File: config.mk
export PLATFORM = sky130hd
export DESIGN_NAME = battery_level_from_voltage_unit_flat
export DESIGN_NICKNAME = d
export VERILOG_FILES = /design/src/sv/blv_pkg.sv /design/src/sv/blv_if.sv /design/src/sv/battery_level_from_voltage_unit.sv /design/src/flat_wrapper.sv
export SDC_FILE = /design/constraint.sdc
export NUM_CORES = 1
export LEC_CHECK = 0
export BUFFER_PORTS_ARGS = -buffer_cell sky130_fd_sc_hd__buf_2
export CAP_MARGIN = 10
export CORE_ASPECT_RATIO = 0.6
export CORE_MARGIN = 5
export CORE_UTILIZATION = 39
export CTS_CLUSTER_DIAMETER = 60
export DETAILED_ROUTE_END_ITERATION = 12
export GPL_TIMING_DRIVEN = 0
export PLACE_DENSITY = 0.62
export SETUP_SLACK_MARGIN = 0.2
export SLEW_MARGIN = 20
export SYNTH_ARGS = -nofsm -noshare
export SYNTH_HDL_FRONTEND = slang
export SYNTH_SLANG_ARGS = --single-unit
File: constraint.sdc
create_clock -name clk -period 17 [get_ports clk]
set_input_delay 1.7 -clock clk [delete_from_list [all_inputs] [get_ports clk]]
set_output_delay 1.7 -clock clk [all_outputs]
set_load 0.01 [all_outputs]
File: src/sv/blv_pkg.sv
// Shared constants, the voltage/charge table and derived widths for the battery level unit.
package blv_pkg;

  localparam int ADC_W      = 12;
  localparam int GAIN_W     = 13;
  localparam int THR_W      = 16;
  localparam int OFS_W      = 8;
  localparam int PCT_W      = 7;
  localparam int CFG_IDX_W  = 2;
  localparam int CFG_DATA_W = 16;

  typedef enum logic [CFG_IDX_W-1:0] {
    REG_GAIN = 2'd0,
    REG_THR  = 2'd1,
    REG_OFS  = 2'd2
  } cfg_reg_t;

  localparam logic [GAIN_W-1:0] GAIN_RST = GAIN_W'(512);
  localparam logic [THR_W-1:0]  THR_RST  = THR_W'(3300);
  localparam logic [OFS_W-1:0]  OFS_RST  = OFS_W'(30);

  localparam int FRAC_BITS = 8;
  localparam int PROD_W    = ADC_W + GAIN_W;
  localparam int VSC_W     = PROD_W - FRAC_BITS;
  localparam int VB_W      = VSC_W + 1;

  localparam int TABLE_SIZE = 12;
  localparam int NUM_POINTS = 12;
  localparam int NP = (NUM_POINTS > TABLE_SIZE) ? TABLE_SIZE :
                      ((NUM_POINTS < 2) ? 2 : NUM_POINTS);
  localparam int SEG_W = (NP > 2) ? $clog2(NP) : 1;

  localparam int MV_W = 13;
  localparam logic [MV_W-1:0] OCV_MV [TABLE_SIZE] = '{
    13'd4200, 13'd4060, 13'd3980, 13'd3920, 13'd3870, 13'd3820,
    13'd3790, 13'd3770, 13'd3740, 13'd3680, 13'd3450, 13'd3000
  };
  localparam logic [PCT_W-1:0] OCV_PCT [TABLE_SIZE] = '{
    7'd100, 7'd90, 7'd80, 7'd70, 7'd60, 7'd50,
    7'd40,  7'd30, 7'd20, 7'd10, 7'd5,  7'd0
  };
  localparam logic [PCT_W-1:0] PCT_FULL  = PCT_W'(100);
  localparam logic [PCT_W-1:0] PCT_EMPTY = PCT_W'(0);

  function automatic int max_den();
    int m;
    m = 1;
    for (int i = 1; i < NP; i++) begin
      if (int'(OCV_MV[i-1]) - int'(OCV_MV[i]) > m) m = int'(OCV_MV[i-1]) - int'(OCV_MV[i]);
    end
    return m;
  endfunction

  function automatic int max_step();
    int m;
    m = 1;
    for (int i = 1; i < NP; i++) begin
      if (int'(OCV_PCT[i-1]) - int'(OCV_PCT[i]) > m) m = int'(OCV_PCT[i-1]) - int'(OCV_PCT[i]);
    end
    return m;
  endfunction

  localparam int MAX_DEN = max_den();
  localparam int QMAX    = max_step();
  localparam int DV_W    = $clog2(MAX_DEN + 1);
  localparam int DP_W    = $clog2(QMAX + 1);
  localparam int NUM_W   = $clog2(MAX_DEN * QMAX + 1);

  // Quotient thresholds: row = segment, column k holds (k+1) * segment width.
  typedef logic [NP-1:0][QMAX-1:0][NUM_W-1:0] th_tab_t;

  function automatic th_tab_t build_th();
    th_tab_t t;
    int den;
    t = '0;
    for (int s = 1; s < NP; s++) begin
      den = int'(OCV_MV[s-1]) - int'(OCV_MV[s]);
      for (int k = 0; k < QMAX; k++) begin
        // a flat segment is never selected; keep its thresholds out of reach
        t[s][k] = (den == 0) ? '1 : NUM_W'((k + 1) * den);
      end
    end
    return t;
  endfunction

  localparam th_tab_t TH = build_th();

endpackage

File: src/sv/blv_if.sv
// Channel interfaces: ADC samples in, charge levels out, register writes.
interface blv_in_if;
  logic                      valid;
  logic                      ready;
  logic [blv_pkg::ADC_W-1:0] adc_mv;
  modport source (output valid, output adc_mv, input ready);
  modport sink   (input valid, input adc_mv, output ready);
endinterface

interface blv_out_if;
  logic                      valid;
  logic                      ready;
  logic [blv_pkg::PCT_W-1:0] charge_percent;
  modport source (output valid, output charge_percent, input ready);
  modport sink   (input valid, input charge_percent, output ready);
endinterface

interface blv_cfg_if;
  logic                           valid;
  logic                           ready;
  logic [blv_pkg::CFG_IDX_W-1:0]  index;
  logic [blv_pkg::CFG_DATA_W-1:0] data;
  modport source (output valid, output index, output data, input ready);
  modport sink   (input valid, input index, input data, output ready);
endinterface

File: src/sv/battery_level_from_voltage_unit.sv
// Battery charge level from ADC pin voltage: pipelined piecewise linear table lookup.
//
// Channels: samples (sink) carries adc_mv, levels (source) carries charge_percent,
// cfg (sink) writes divider gain (index 0), offset threshold (1) and offset (2).
// cfg is always ready; write it only while the pipeline is empty.
// Every sample gives exactly one level, in order.
// Pipeline: 1 multiply, 2 scale and offset, 3 segment search, 4 numerator
// multiply, 5 quotient count and sum into the output register.
// Five register stages lie between sample transfer and levels.valid, the
// first loaded at the transfer edge; one sample per cycle is accepted while
// levels is taken every cycle.
// The whole pipeline advances together: when levels.valid is high and
// levels.ready low, every stage holds and samples.ready drops, so nothing is
// lost or repeated. Bubbles are not squeezed out during a stall.
// Reset (rst, synchronous) empties the pipeline and loads the register
// defaults: gain x2, threshold 3300 mV, offset 30 mV.
module battery_level_from_voltage_unit (
  input logic clk,
  input logic rst,
  blv_in_if.sink     samples,
  blv_out_if.source  levels,
  blv_cfg_if.sink    cfg
);
  import blv_pkg::*;

  logic [GAIN_W-1:0] divider_gain_q8;
  logic [THR_W-1:0]  offset_threshold_mv;
  logic [OFS_W-1:0]  offset_mv;

  assign cfg.ready = 1'b1;

  always_ff @(posedge clk) begin
    if (rst) begin
      divider_gain_q8     <= GAIN_RST;
      offset_threshold_mv <= THR_RST;
      offset_mv           <= OFS_RST;
    end else if (cfg.valid) begin
      unique case (cfg.index)
        REG_GAIN: divider_gain_q8     <= cfg.data[GAIN_W-1:0];
        REG_THR:  offset_threshold_mv <= cfg.data[THR_W-1:0];
        REG_OFS:  offset_mv           <= cfg.data[OFS_W-1:0];
        default: ;
      endcase
    end
  end

  // stage valids and payload
  logic v1, v2, v3, v4, v5;
  logic en;

  logic [PROD_W-1:0] prod;
  logic [VB_W-1:0]   vbat;
  logic [SEG_W-1:0]  seg3, seg4;
  logic [DV_W-1:0]   dv;
  logic [DP_W-1:0]   dp;
  logic [PCT_W-1:0]  pl3, pl4;
  logic [NUM_W-1:0]  num;
  logic [PCT_W-1:0]  charge;

  assign en            = !v5 || levels.ready;
  assign samples.ready = en;

  always_ff @(posedge clk) begin
    if (rst) begin
      v1 <= 1'b0;
      v2 <= 1'b0;
      v3 <= 1'b0;
      v4 <= 1'b0;
      v5 <= 1'b0;
    end else if (en) begin
      v1 <= samples.valid;
      v2 <= v1;
      v3 <= v2;
      v4 <= v3;
      v5 <= v4;
    end
  end

  // stage 2: drop fraction, add offset above threshold
  logic [VSC_W-1:0] vscaled;
  logic [VB_W-1:0]  vbat_next;

  always_comb begin
    vscaled = prod[PROD_W-1:FRAC_BITS];
    if (vscaled > VSC_W'(offset_threshold_mv)) begin
      vbat_next = VB_W'(vscaled) + VB_W'(offset_mv);
    end else begin
      vbat_next = VB_W'(vscaled);
    end
  end

  // stage 3: first table point below vbat; clamped ends go through as dp = 0
  logic             full, empty;
  logic [SEG_W-1:0] seg_next, seg_hi;
  logic [VB_W-1:0]  dv_wide;
  logic [PCT_W-1:0] pl_next, dp_wide;
  logic [DV_W-1:0]  dv_next;
  logic [DP_W-1:0]  dp_next;

  always_comb begin
    full     = vbat >= VB_W'(OCV_MV[0]);
    empty    = vbat <= VB_W'(OCV_MV[NP-1]);
    seg_next = SEG_W'(1);
    for (int i = NP - 1; i >= 1; i--) begin
      if (vbat > VB_W'(OCV_MV[i])) seg_next = SEG_W'(i);
    end
    seg_hi  = seg_next - SEG_W'(1);
    dv_wide = vbat - VB_W'(OCV_MV[seg_next]);
    dp_wide = OCV_PCT[seg_hi] - OCV_PCT[seg_next];
    if (full || empty) begin
      pl_next = full ? PCT_FULL : PCT_EMPTY;
      dv_next = '0;
      dp_next = '0;
    end else begin
      pl_next = OCV_PCT[seg_next];
      dv_next = dv_wide[DV_W-1:0];
      dp_next = dp_wide[DP_W-1:0];
    end
  end

  // stage 5: quotient is at most QMAX, so count threshold hits
  logic [DP_W-1:0] q;

  always_comb begin
    q = '0;
    for (int k = 0; k < QMAX; k++) begin
      if (num >= TH[seg4][k]) q = q + DP_W'(1);
    end
  end

  always_ff @(posedge clk) begin
    if (en) begin
      prod   <= PROD_W'(samples.adc_mv) * PROD_W'(divider_gain_q8);
      vbat   <= vbat_next;
      seg3   <= seg_next;
      pl3    <= pl_next;
      dv     <= dv_next;
      dp     <= dp_next;
      num    <= NUM_W'(dv) * NUM_W'(dp);
      seg4   <= seg3;
      pl4    <= pl3;
      charge <= pl4 + PCT_W'(q);
    end
  end

  assign levels.valid          = v5;
  assign levels.charge_percent = charge;

  a_out_range: assert property (@(posedge clk) disable iff (rst)
    levels.valid |-> levels.charge_percent <= PCT_FULL)
    else $error("charge level above full");

  a_reset_empty: assert property (@(posedge clk)
    $past(rst) |-> !v1 && !v2 && !v3 && !v4 && !v5)
    else $error("pipeline not empty after reset");

  a_stall_blocks: assert property (@(posedge clk) disable iff (rst)
    levels.valid && !levels.ready |-> !samples.ready)
    else $error("sample taken while output stalled");

  a_enter: assert property (@(posedge clk) disable iff (rst)
    samples.valid && samples.ready |=> v1)
    else $error("transferred sample lost at pipeline entry");

endmodule
File: src/flat_wrapper.sv
// flat-port wrapper written by rule: the top's interface ports become plain ports
module battery_level_from_voltage_unit_flat import blv_pkg::*;
  (clk, rst, samples_valid, samples_adc_mv, samples_ready, levels_valid, levels_charge_percent, levels_ready, cfg_valid, cfg_index, cfg_data, cfg_ready);
  blv_in_if samples_i ();
  blv_out_if levels_i ();
  blv_cfg_if cfg_i ();
  input logic clk;
  input logic rst;
  input wire logic [$bits(samples_i.valid)-1:0] samples_valid;
  input wire logic [$bits(samples_i.adc_mv)-1:0] samples_adc_mv;
  output wire logic [$bits(samples_i.ready)-1:0] samples_ready;
  output wire logic [$bits(levels_i.valid)-1:0] levels_valid;
  output wire logic [$bits(levels_i.charge_percent)-1:0] levels_charge_percent;
  input wire logic [$bits(levels_i.ready)-1:0] levels_ready;
  input wire logic [$bits(cfg_i.valid)-1:0] cfg_valid;
  input wire logic [$bits(cfg_i.index)-1:0] cfg_index;
  input wire logic [$bits(cfg_i.data)-1:0] cfg_data;
  output wire logic [$bits(cfg_i.ready)-1:0] cfg_ready;
  assign samples_i.valid = samples_valid;
  assign samples_i.adc_mv = samples_adc_mv;
  assign samples_ready = samples_i.ready;
  assign levels_valid = levels_i.valid;
  assign levels_charge_percent = levels_i.charge_percent;
  assign levels_i.ready = levels_ready;
  assign cfg_i.valid = cfg_valid;
  assign cfg_i.index = cfg_index;
  assign cfg_i.data = cfg_data;
  assign cfg_ready = cfg_i.ready;
  battery_level_from_voltage_unit u_core (.clk(clk), .rst(rst), .samples(samples_i), .levels(levels_i), .cfg(cfg_i));
endmodule
Word level (Yosys, flattened, before mapping)

Memories as Yosys holds them, arrays and structs flattened. A register that Yosys moved wholly into a read port is not among the register bits.
Index checks and enable logic that the tools add are counted.

Flip-flop bits (word level): 140
Memory bits (read-only): 2512
Output and inout port bits: 10
Word-level logic and storage cells: 109
Memories: 4

$add $sub $neg: 14
Multipliers: 2
$lt $le $gt $ge: 27
Eq/ne operators: 2
Mux-type cells: 32
Bitwise operators: 2
Reductions and logical operators: 7

Memories:

| name             | depth | bits a word | rd ports | clocked after memory_dff | write ports | line                                   | text |
|---|---|---|---|---|---|---|---|
| (name not given) | 16    | 130         | 1        | 1                        | 0           | battery_level_from_voltage_unit.sv:127 | `if (num >= TH[seg4][k]) q = q + DP_W'(1);` |
| (name not given) | 16    | 13          | 1        | 0                        | 0           | battery_level_from_voltage_unit.sv:108 | `dv_wide = vbat - VB_W'(OCV_MV[seg_next]);` |
| (name not given) | 16    | 7           | 1        | 0                        | 0           | battery_level_from_voltage_unit.sv:109 | `dp_wide = OCV_PCT[seg_hi] - OCV_PCT[seg_next];` |
| (name not given) | 16    | 7           | 1        | 0                        | 0           | battery_level_from_voltage_unit.sv:109 |  |

Operators by type and width:

| cell                   | number |
|---|---|
| $gt A18 B12 Y1 const B | 11 |
| $ge A13 B13 Y1         | 10 |
| $mux W130              | 1 |
| $mux W4                | 23 |
| $add A4 B1 Y4 const B  | 8 |
| $mux W7                | 4 |
| $mul A12 B13 Y25       | 1 |
| $add A17 B8 Y18        | 1 |
| $ge A18 B13 Y1 const B | 1 |
| $le A18 B12 Y1 const B | 1 |
| $mux W9                | 2 |
| $gt A17 B16 Y1         | 1 |
| $mux W17               | 1 |
| $mul A9 B4 Y13         | 1 |
| $ge A5 B5 Y1 const B   | 2 |
| $not A4 Y5             | 2 |
| $sub A9 B9 Y9          | 1 |
| $add A7 B4 Y7          | 1 |
| $reduce_and A2 Y1      | 3 |
| $lt A4 B5 Y1 const B   | 1 |
| $sub A4 B1 Y4 const B  | 1 |
| $sub A4 B4 Y4          | 1 |
| $add A1 B1 Y2 const B  | 1 |
| $eq A2 B1 Y1 const B   | 1 |
| other kinds (5)        | 6 |

Depth between registers and ports, before layout

Gate-level depths: netlist of run 1.

Depth after elaboration: 23
Depth in mapped cells: 34

Worst setup path after synthesis of run 1

No wires, ideal clock.

Kind: in2reg
Start point: input samples_adc_mv[11]
End point: register u_core.prod[24], data pin
Setup time: 258 ps
Arrival: 7002 ps
Data required time: 16742 ps
Slack: 9741 ps
Stages: 22
Buffers on the path: 1
Cell sequence: clkbuf_1 > nand2_1 > fa_1 > inv_1 > fa_1 > fa_1 > inv_1 > fa_1 > inv_1 > fa_1 > ha_1 > a21o_1 > a21oi_1 > o21bai_1 > a21oi_1 > nand2_1 > a211o_1 > and3_1 > o21ai_0 > a21boi_0 > o41a_1 > xnor2_1

Word-level cells in the longest chain between the ends: 1

Ends and longest elaborated chain:

| what                 | line                                   | text |
|---|---|---|
| from (decl)          | flat_wrapper.sv:10                     | `input wire logic [$bits(samples_i.adc_mv)-1:0] samples_adc_mv;` |
| $mul A12 B13 Y25     | battery_level_from_voltage_unit.sv:133 | `prod <= PROD_W'(samples.adc_mv) * PROD_W'(divider_gain_q8);` |
| to (signal assigned) | battery_level_from_voltage_unit.sv:133 |  |
| to (decl)            | battery_level_from_voltage_unit.sv:51  | `logic [PROD_W-1:0] prod;` |

No other way between the ends.
A chain may end at the register's enable or synchronous reset.

Worst setup path after layout of run 1

Start point: input samples_adc_mv[8]
End point: register u_core.prod[24], data pin

The elaborated chain is that of the path after synthesis.

==> results.ini, run 1 <==
[clock_network]
post_cts_buffers = 0
clockBufferDepth = 2
hold_buffers = 0
cts-root-buf = clkbuf_16
insertion_delay_ns = 0.43
ctsHtreeMaxLevel = 4
clock_sinks = 167
cts_buffers = 17
cts.clk_slew.worst_paths_ns = 0.06
cts_tree = built
post_cts_resized = 0

[synthesis]
synth_area_leader_cell = ha_1
async_flop_share_pct = 0
syn_nets = 2126
synth-main-ff-cell = edfxtp_1
ys_types = 92
avgSynthCellArea_sq_um = 9.29
synthCells = 1743
synth_edf_count = 90
ys_ff_latch = 167
synth_seq_area_share_pct = 26.2
ys_warn_count = 0
netlist_area_sq_um = 16200
synth_area_leaders = ha_1, edfxtp_1, fa_1, dfxtp_1, inv_1
synth_top_area_share_pct = 17.1

[timing]
skew_ns = 0.0108
worstMarginPinSlew_ns = 1.13
rsz0062_at_grt = false
hold_violations = 0
maxSlewHeadroom_pct = 24.6
fin_crit_sh_pct = 45.2
min_period_ns = 7.69
drv_slew = 0
setup_viol = 0
max_freq_mhz = 130
fin_setup_tns_ns = 0

[setup_path]
rr_startpoint = u_core.num[6]
reg2reg_depth = 30
endpoint = u_core.prod[24]
cp_max_fo = 10
startpoint_type = input pin
cp.arrival_ns = 7.87
path_class = input pin to register
r2r_slack_ns = 9.44
startpoint = samples_adc_mv[8]
cp.required_ns = 17.18
worst_setup_path_end_kind = register
reg2reg_to = u_core.levels.charge_percent[5]

[detailed_routing]
ant_nets = 0
drt_iter0_markers = 1123
wl_um = 40800
dr.pass1.iters = 5
vias = 12300
routedWlPerCell_um = 17.2
route.detailed.drc = 0
via_per_inst = 5.15

[status]
status = finished clean

[place]
place_congestion = 0.902
io_buffers = 42
dp_hpwl_um = 33600
dp.cells = 2346

[die]
die-area_sq_um = 45800
start_util_pct = 39.8
core_area_sq_um = 40700
top_level_ports = 45
fp.dieH_um = 168
fp.dieW_um = 273
row_count = 57

[min_path]
min_path_type = register to register

[pwr]
p_int_uw = 1690
pwr-share-seq_pct = 21.7
max-vdd-ir-drop_uv = 399
p_leak_uw = 0.00845
p_sw_uw = 1500
power.density_nw_per_um2 = 180
pwr-share-comb_pct = 65.9
swShare_pct = 47.0
p_total_uw = 3190
power.share.clock_pct = 12.4

[flow_run]
maxCapViolations = 0

[finish]
layout.nets = 2188
layout-drive-gt1-share_pct = 6.38
area_delta_synth_final_pct = 9.57
instances_no_fill = 2379
final_cell_mix = nand2_1, inv_1, ha_1

[global_routing]
grt_pass1_wl_um = 66600
grt-ovfl-total = 0
grt_start_max_net_pins = 60
grt_usage_pct = 18.1
grt_pass1_vias = 12200
antenna_found_initial = 0

[power by group through the flow]
stage	registers [uW]	logic, uW	clock network, uW
after floorplan	658	1610	0
after global routing	707	2390	422
after CTS	690	2110	404
after global placement	696	2030	0
after detailed placement	697	2090	0
final	693	2110	395
[kinds of logic (layout without fill, tap and decap cells)]
| logic type | after synthesis | after routing | synth area share (%) |
|---|---|---|---|
| compound gates | 307 | 307 | 12.5 |
| xor+xnor | 78 | 78 | 4.95 |
| fa+ha+maj | 348 | 348 | 32.8 |
| buf+inv | 304 | 379 | 7.08 |
| flops | 167 | 167 | 26.2 |
| mux | 18 | 18 | 1.14 |
| other cells | 1 | 2 | 0.0232 |
| simple gates | 520 | 520 | 15.3 |
[how the worst min path moves through the flow]
stage	from	to	slack, ns	cells past startpoint
after floorplan	u_core.pl3[0]	u_core.pl4[0]	0.40	0
after global placement	u_core.pl3[2]	u_core.pl4[2]	0.40	0
after detailed placement	u_core.pl3[6]	u_core.pl4[6]	0.41	0
after CTS	u_core.pl3[6]	u_core.pl4[6]	0.42	0
after global routing	u_core.pl3[5]	u_core.pl4[5]	0.44	0
final	u_core.pl3[6]	u_core.pl4[6]	0.42	0
[synth_stat cells, types with 6 or more instances]
cell,count
inv_1,248
nand2_1,247
ha_1,221
fa_1,127
a21oi_1,98
edfxtp_1,90
nor2_1,81
dfxtp_1,77
and2_1,76
o21ai_0,59
clkbuf_1,51
xnor2_1,46
a21o_1,27
xor2_1,24
nand3_1,18
o21a_1,16
o21bai_1,16
mux2i_1,14
o211ai_1,14
a211o_1,13
nor3_1,13
nand2b_1,11
and3_1,9
nor2b_1,9
nand4_1,8
and4_1,6
o22ai_1,6
or2_2,6
or3_1,6
[layout make-up]
type                    instances  area [sq um]
flip-flops and latches        167          4240
multi-input cells            1272         10800
repair buffers                 43           238
well taps                     560           701
clock inverters                13           129
plain buffers                  56           215
fillers                      3892         23000
clock buffers                  19           475
inverters                     248           936
diodes                          1          2.50
[routing by layer]
metal	routed length (um)	global-route usage [%]	up-vias
met4	209	2.24	0
met5	0	0	-
met2	15400	24.1	409
met3	3730	4.91	18
met1	21500	29.6	5876
li1	-	-	5960
[critical path, stage by stage]
cell and delay (ns):
buf_2 0.13, buf_1 0.51, nand2_1 0.17, fa_1 0.53
fa_1 0.54, inv_1 0.07, fa_1 0.53, inv_1 0.06
fa_1 0.54, inv_1 0.06, fa_1 0.42, ha_1 0.36
a21o_1 0.21, a21oi_1 0.17, o21bai_1 0.08, a21oi_1 0.21
nand2_1 0.11, a211o_1 0.34, and3_1 0.21, o21ai_0 0.21
a21boi_0 0.22, o41a_1 0.36, xnor2_1 0.13
[per-stage QoR]
stage	area (sq um)	setup slack (ns)	utilization (%)	hold WS, ns
after floorplan	16200	9.74	-	0.400
after global placement	17100	8.96	42.0	0.405
after detailed placement	17100	8.92	42.1	0.407
after CTS	17700	9.31	43.6	0.422
after global routing	17700	8.85	43.6	0.440
final	17700	9.31	43.6	0.423
No activity file was read; power rests on OpenSTA's default activity.
==> inputs of run 2 (changes only) <==
clock period = 7.5 ns   (was 17 ns; I/O delays follow)
==> run 2 against run 1 <==
- via count grew 0.68%
- flip-flop and latch count is the same
- non-clock buffer count grew 17
- register-to-register slack lost 8.9 ns
- die area is the same
- combinational power grew 140%
- global-route usage grew 0.058 points
- clock skew shrank 0.0020 ns
- critical path depth grew 5
- wire length grew 0.60%
- sequential power grew 120%
- critical endpoint is now u_core.levels.charge_percent[6]
- largest power group unchanged
==> results.ini, run 2 (synthesis results as in run 1) <==
[status]
status = finished clean  ; unchanged

[setup_path]
critPathBufInv = 1  ; was 5
r2r_slack_ns = 0.57  ; was 9.44 ns
slowest_stage = edfxtp_1  ; was fa_1
cp_max_fo = 4  ; was 10
rr_startpoint = u_core.num[6]  ; unchanged
startpoint = u_core.num[6]  ; was samples_adc_mv[8]
worst_setup_path_end_kind = register  ; unchanged
cp.required_ns = 7.67  ; was 17.18 ns
max_stage_delay_ns = 0.49  ; was 0.54 ns
path_class = register to register  ; was input pin to register
startpoint_type = register  ; was input pin
path_common_cell = ha_1  ; was fa_1
critPathTopFamily = adder cells  ; unchanged
cp.arrival_ns = 7.10  ; was 7.87 ns

[timing]
fin_ws_ns = 0.566  ; was 9.31 ns
skew_ns = 0.00877  ; was 0.0108 ns
max_freq_mhz = 144
drv_slew = 0  ; unchanged
hold_violations = 0  ; unchanged
fin_setup_tns_ns = 0  ; unchanged
fin_crit_sh_pct = 92.5
setup_viol = 0  ; unchanged
worstMarginPinSlew_ns = 1.21  ; was 1.13 ns
min_period_ns = 6.93
rsz0062_at_grt = false  ; unchanged
maxSlewHeadroom_pct = 19.3  ; was 24.6%

[die]
top_level_ports = 45  ; unchanged
core_area_sq_um = 40700  ; unchanged
die-area_sq_um = 45800  ; unchanged
row_count = 57  ; unchanged
fp.dieH_um = 168  ; unchanged
start_util_pct = 39.8  ; unchanged
fp.dieW_um = 273  ; unchanged

[flow_run]
maxCapViolations = 0  ; unchanged

[clock_network]
cts_tree = built  ; unchanged
cts-root-buf = clkbuf_16  ; unchanged
clock_sinks = 167  ; unchanged
cts_buffers = 17  ; unchanged
hold_buffers = 0  ; unchanged
insertion_delay_ns = 0.43  ; about the same
cts.clk_slew.worst_paths_ns = 0.06  ; about the same
ctsHtreeMaxLevel = 4  ; unchanged
clockBufferDepth = 2  ; unchanged

[global_routing]
grt_pass1_wl_um = 66800  ; was 66,600 um
antenna_found_initial = 0  ; unchanged
grt_usage_pct = 18.2  ; was 18.1%
grt_pass1_vias = 12200  ; about the same
grt-ovfl-total = 0  ; unchanged
grt_start_max_net_pins = 60  ; unchanged

[pwr]
p_leak_uw = 0.00854  ; was 0.00845 uW
p_int_uw = 3990  ; was 1690 uW
pwr-share-seq_pct = 20.7  ; was 21.7%
power.density_nw_per_um2 = 419  ; was 180 nW/um^2
swShare_pct = 46.8  ; was 47.0%
p_sw_uw = 3510  ; was 1500 uW
pwr-share-comb_pct = 67.4  ; was 65.9%
max-vdd-ir-drop_uv = 922  ; was 399 uV
p_total_uw = 7500  ; was 3190 uW
power.share.clock_pct = 11.9  ; was 12.4%

[detailed_routing]
vias = 12300  ; about the same
via_per_inst = 5.16  ; was 5.15
dr.pass1.iters = 5  ; unchanged
drt_iter0_markers = 1070  ; was 1,123
ant_nets = 0  ; unchanged
wl_um = 41100  ; was 40,800 um
route.detailed.drc = 0  ; unchanged
routedWlPerCell_um = 17.1  ; was 17.2 um

[finish]
fill_cells = 3882  ; was 3,892
utilization_pct = 44.0  ; was 43.6%
instances_no_fill = 2395  ; was 2,379
antenna_cells = 0  ; was 1
area_delta_synth_final_pct = 10.6  ; was 9.57%
final_cell_mix = nand2_1, inv_1, ha_1  ; unchanged
layout-drive-gt1-share_pct = 7.74  ; was 6.38%
layout.nets = 2205  ; was 2,188

[place]
io_buffers = 42  ; unchanged
place_congestion = 0.902  ; unchanged
dp_hpwl_um = 33600  ; unchanged
dp.cells = 2346  ; unchanged
dp_slack_ns = -0.0557  ; was 8.92 ns

[min_path]
min_path_type = register to register  ; unchanged
worstHoldStart = u_core.pl3[6]  ; unchanged

## run 2: changes by cell type in the layout (fill, tap and decap cells not counted), sizes merged
cell and change:
buf +17, diode -1
## run 2: worst reg2reg max path, delay by kind of cell (launching register included)
kind	cells	cell delay (ns)
compound gates	10	1.96
xor+xnor	4	0.73
fa+ha+maj	7	2.50
buf+inv	1	0.07
flops	1	0.49
mux	3	0.64
simple gates	3	0.31
## run 2: what timing repair did
action / CTS / global route
setup endpoints to repair: 3 / 4
pin swaps: 0 / 3
buffers inserted: 3 / 14
gates resized for setup: 2 / 10
## run 2: power by group through the flow
stage	logic (uW)	registers [uW]	clock network [uW]
floorplan	3660	1490	0
CTS	4870	1550	915
detailed placement	4740	1580	0
global placement	4600	1580	0
global route	5670	1580	956
finish	5060	1550	893
## run 2: worst paths after layout
| check | endpoint | cells after the start |
|---|---|---|
| hold / removal | u_core.pl4[6] | 0 |
| setup reg to reg | u_core.levels.charge_percent[6] | 28 |
| setup / recovery | u_core.levels.charge_percent[6] | 28 |
| hold reg to reg | u_core.pl4[6] | 0 |
## run 2: final cells by class
cell class                 count  area, sq um  area share [%]
buffer                        56          215            1.20
clock buffer                  19          475            2.65
clock inverter                13          129           0.720
inverter                     248          936            5.23
multi-input combinational   1272        10800            60.6
sequential                   167         4240            23.7
tap                          560          701            3.91
timing repair buffer          60          365            2.04
## run 2: routing by layer
| layer | vias up | share of wire, % | GRT usage, % |
|---|---|---|---|
| met5 | - | 0 | 0 |
| met4 | 0 | 0.55 | 2.26 |
| met3 | 26 | 9.2 | 5.08 |
| met2 | 405 | 38 | 24.2 |
| met1 | 5930 | 53 | 29.6 |
| li1 | 5986 | - | - |
## run 2: metrics by stage
| stage | hold slack [ns] | area, sq um |
|---|---|---|
| finish | 0.423 | 17900 |
| floorplan | 0.400 | 16200 |
| global route | 0.440 | 17900 |
| detailed placement | 0.407 | 17100 |
| global placement | 0.405 | 17100 |
| CTS | 0.422 | 17800 |
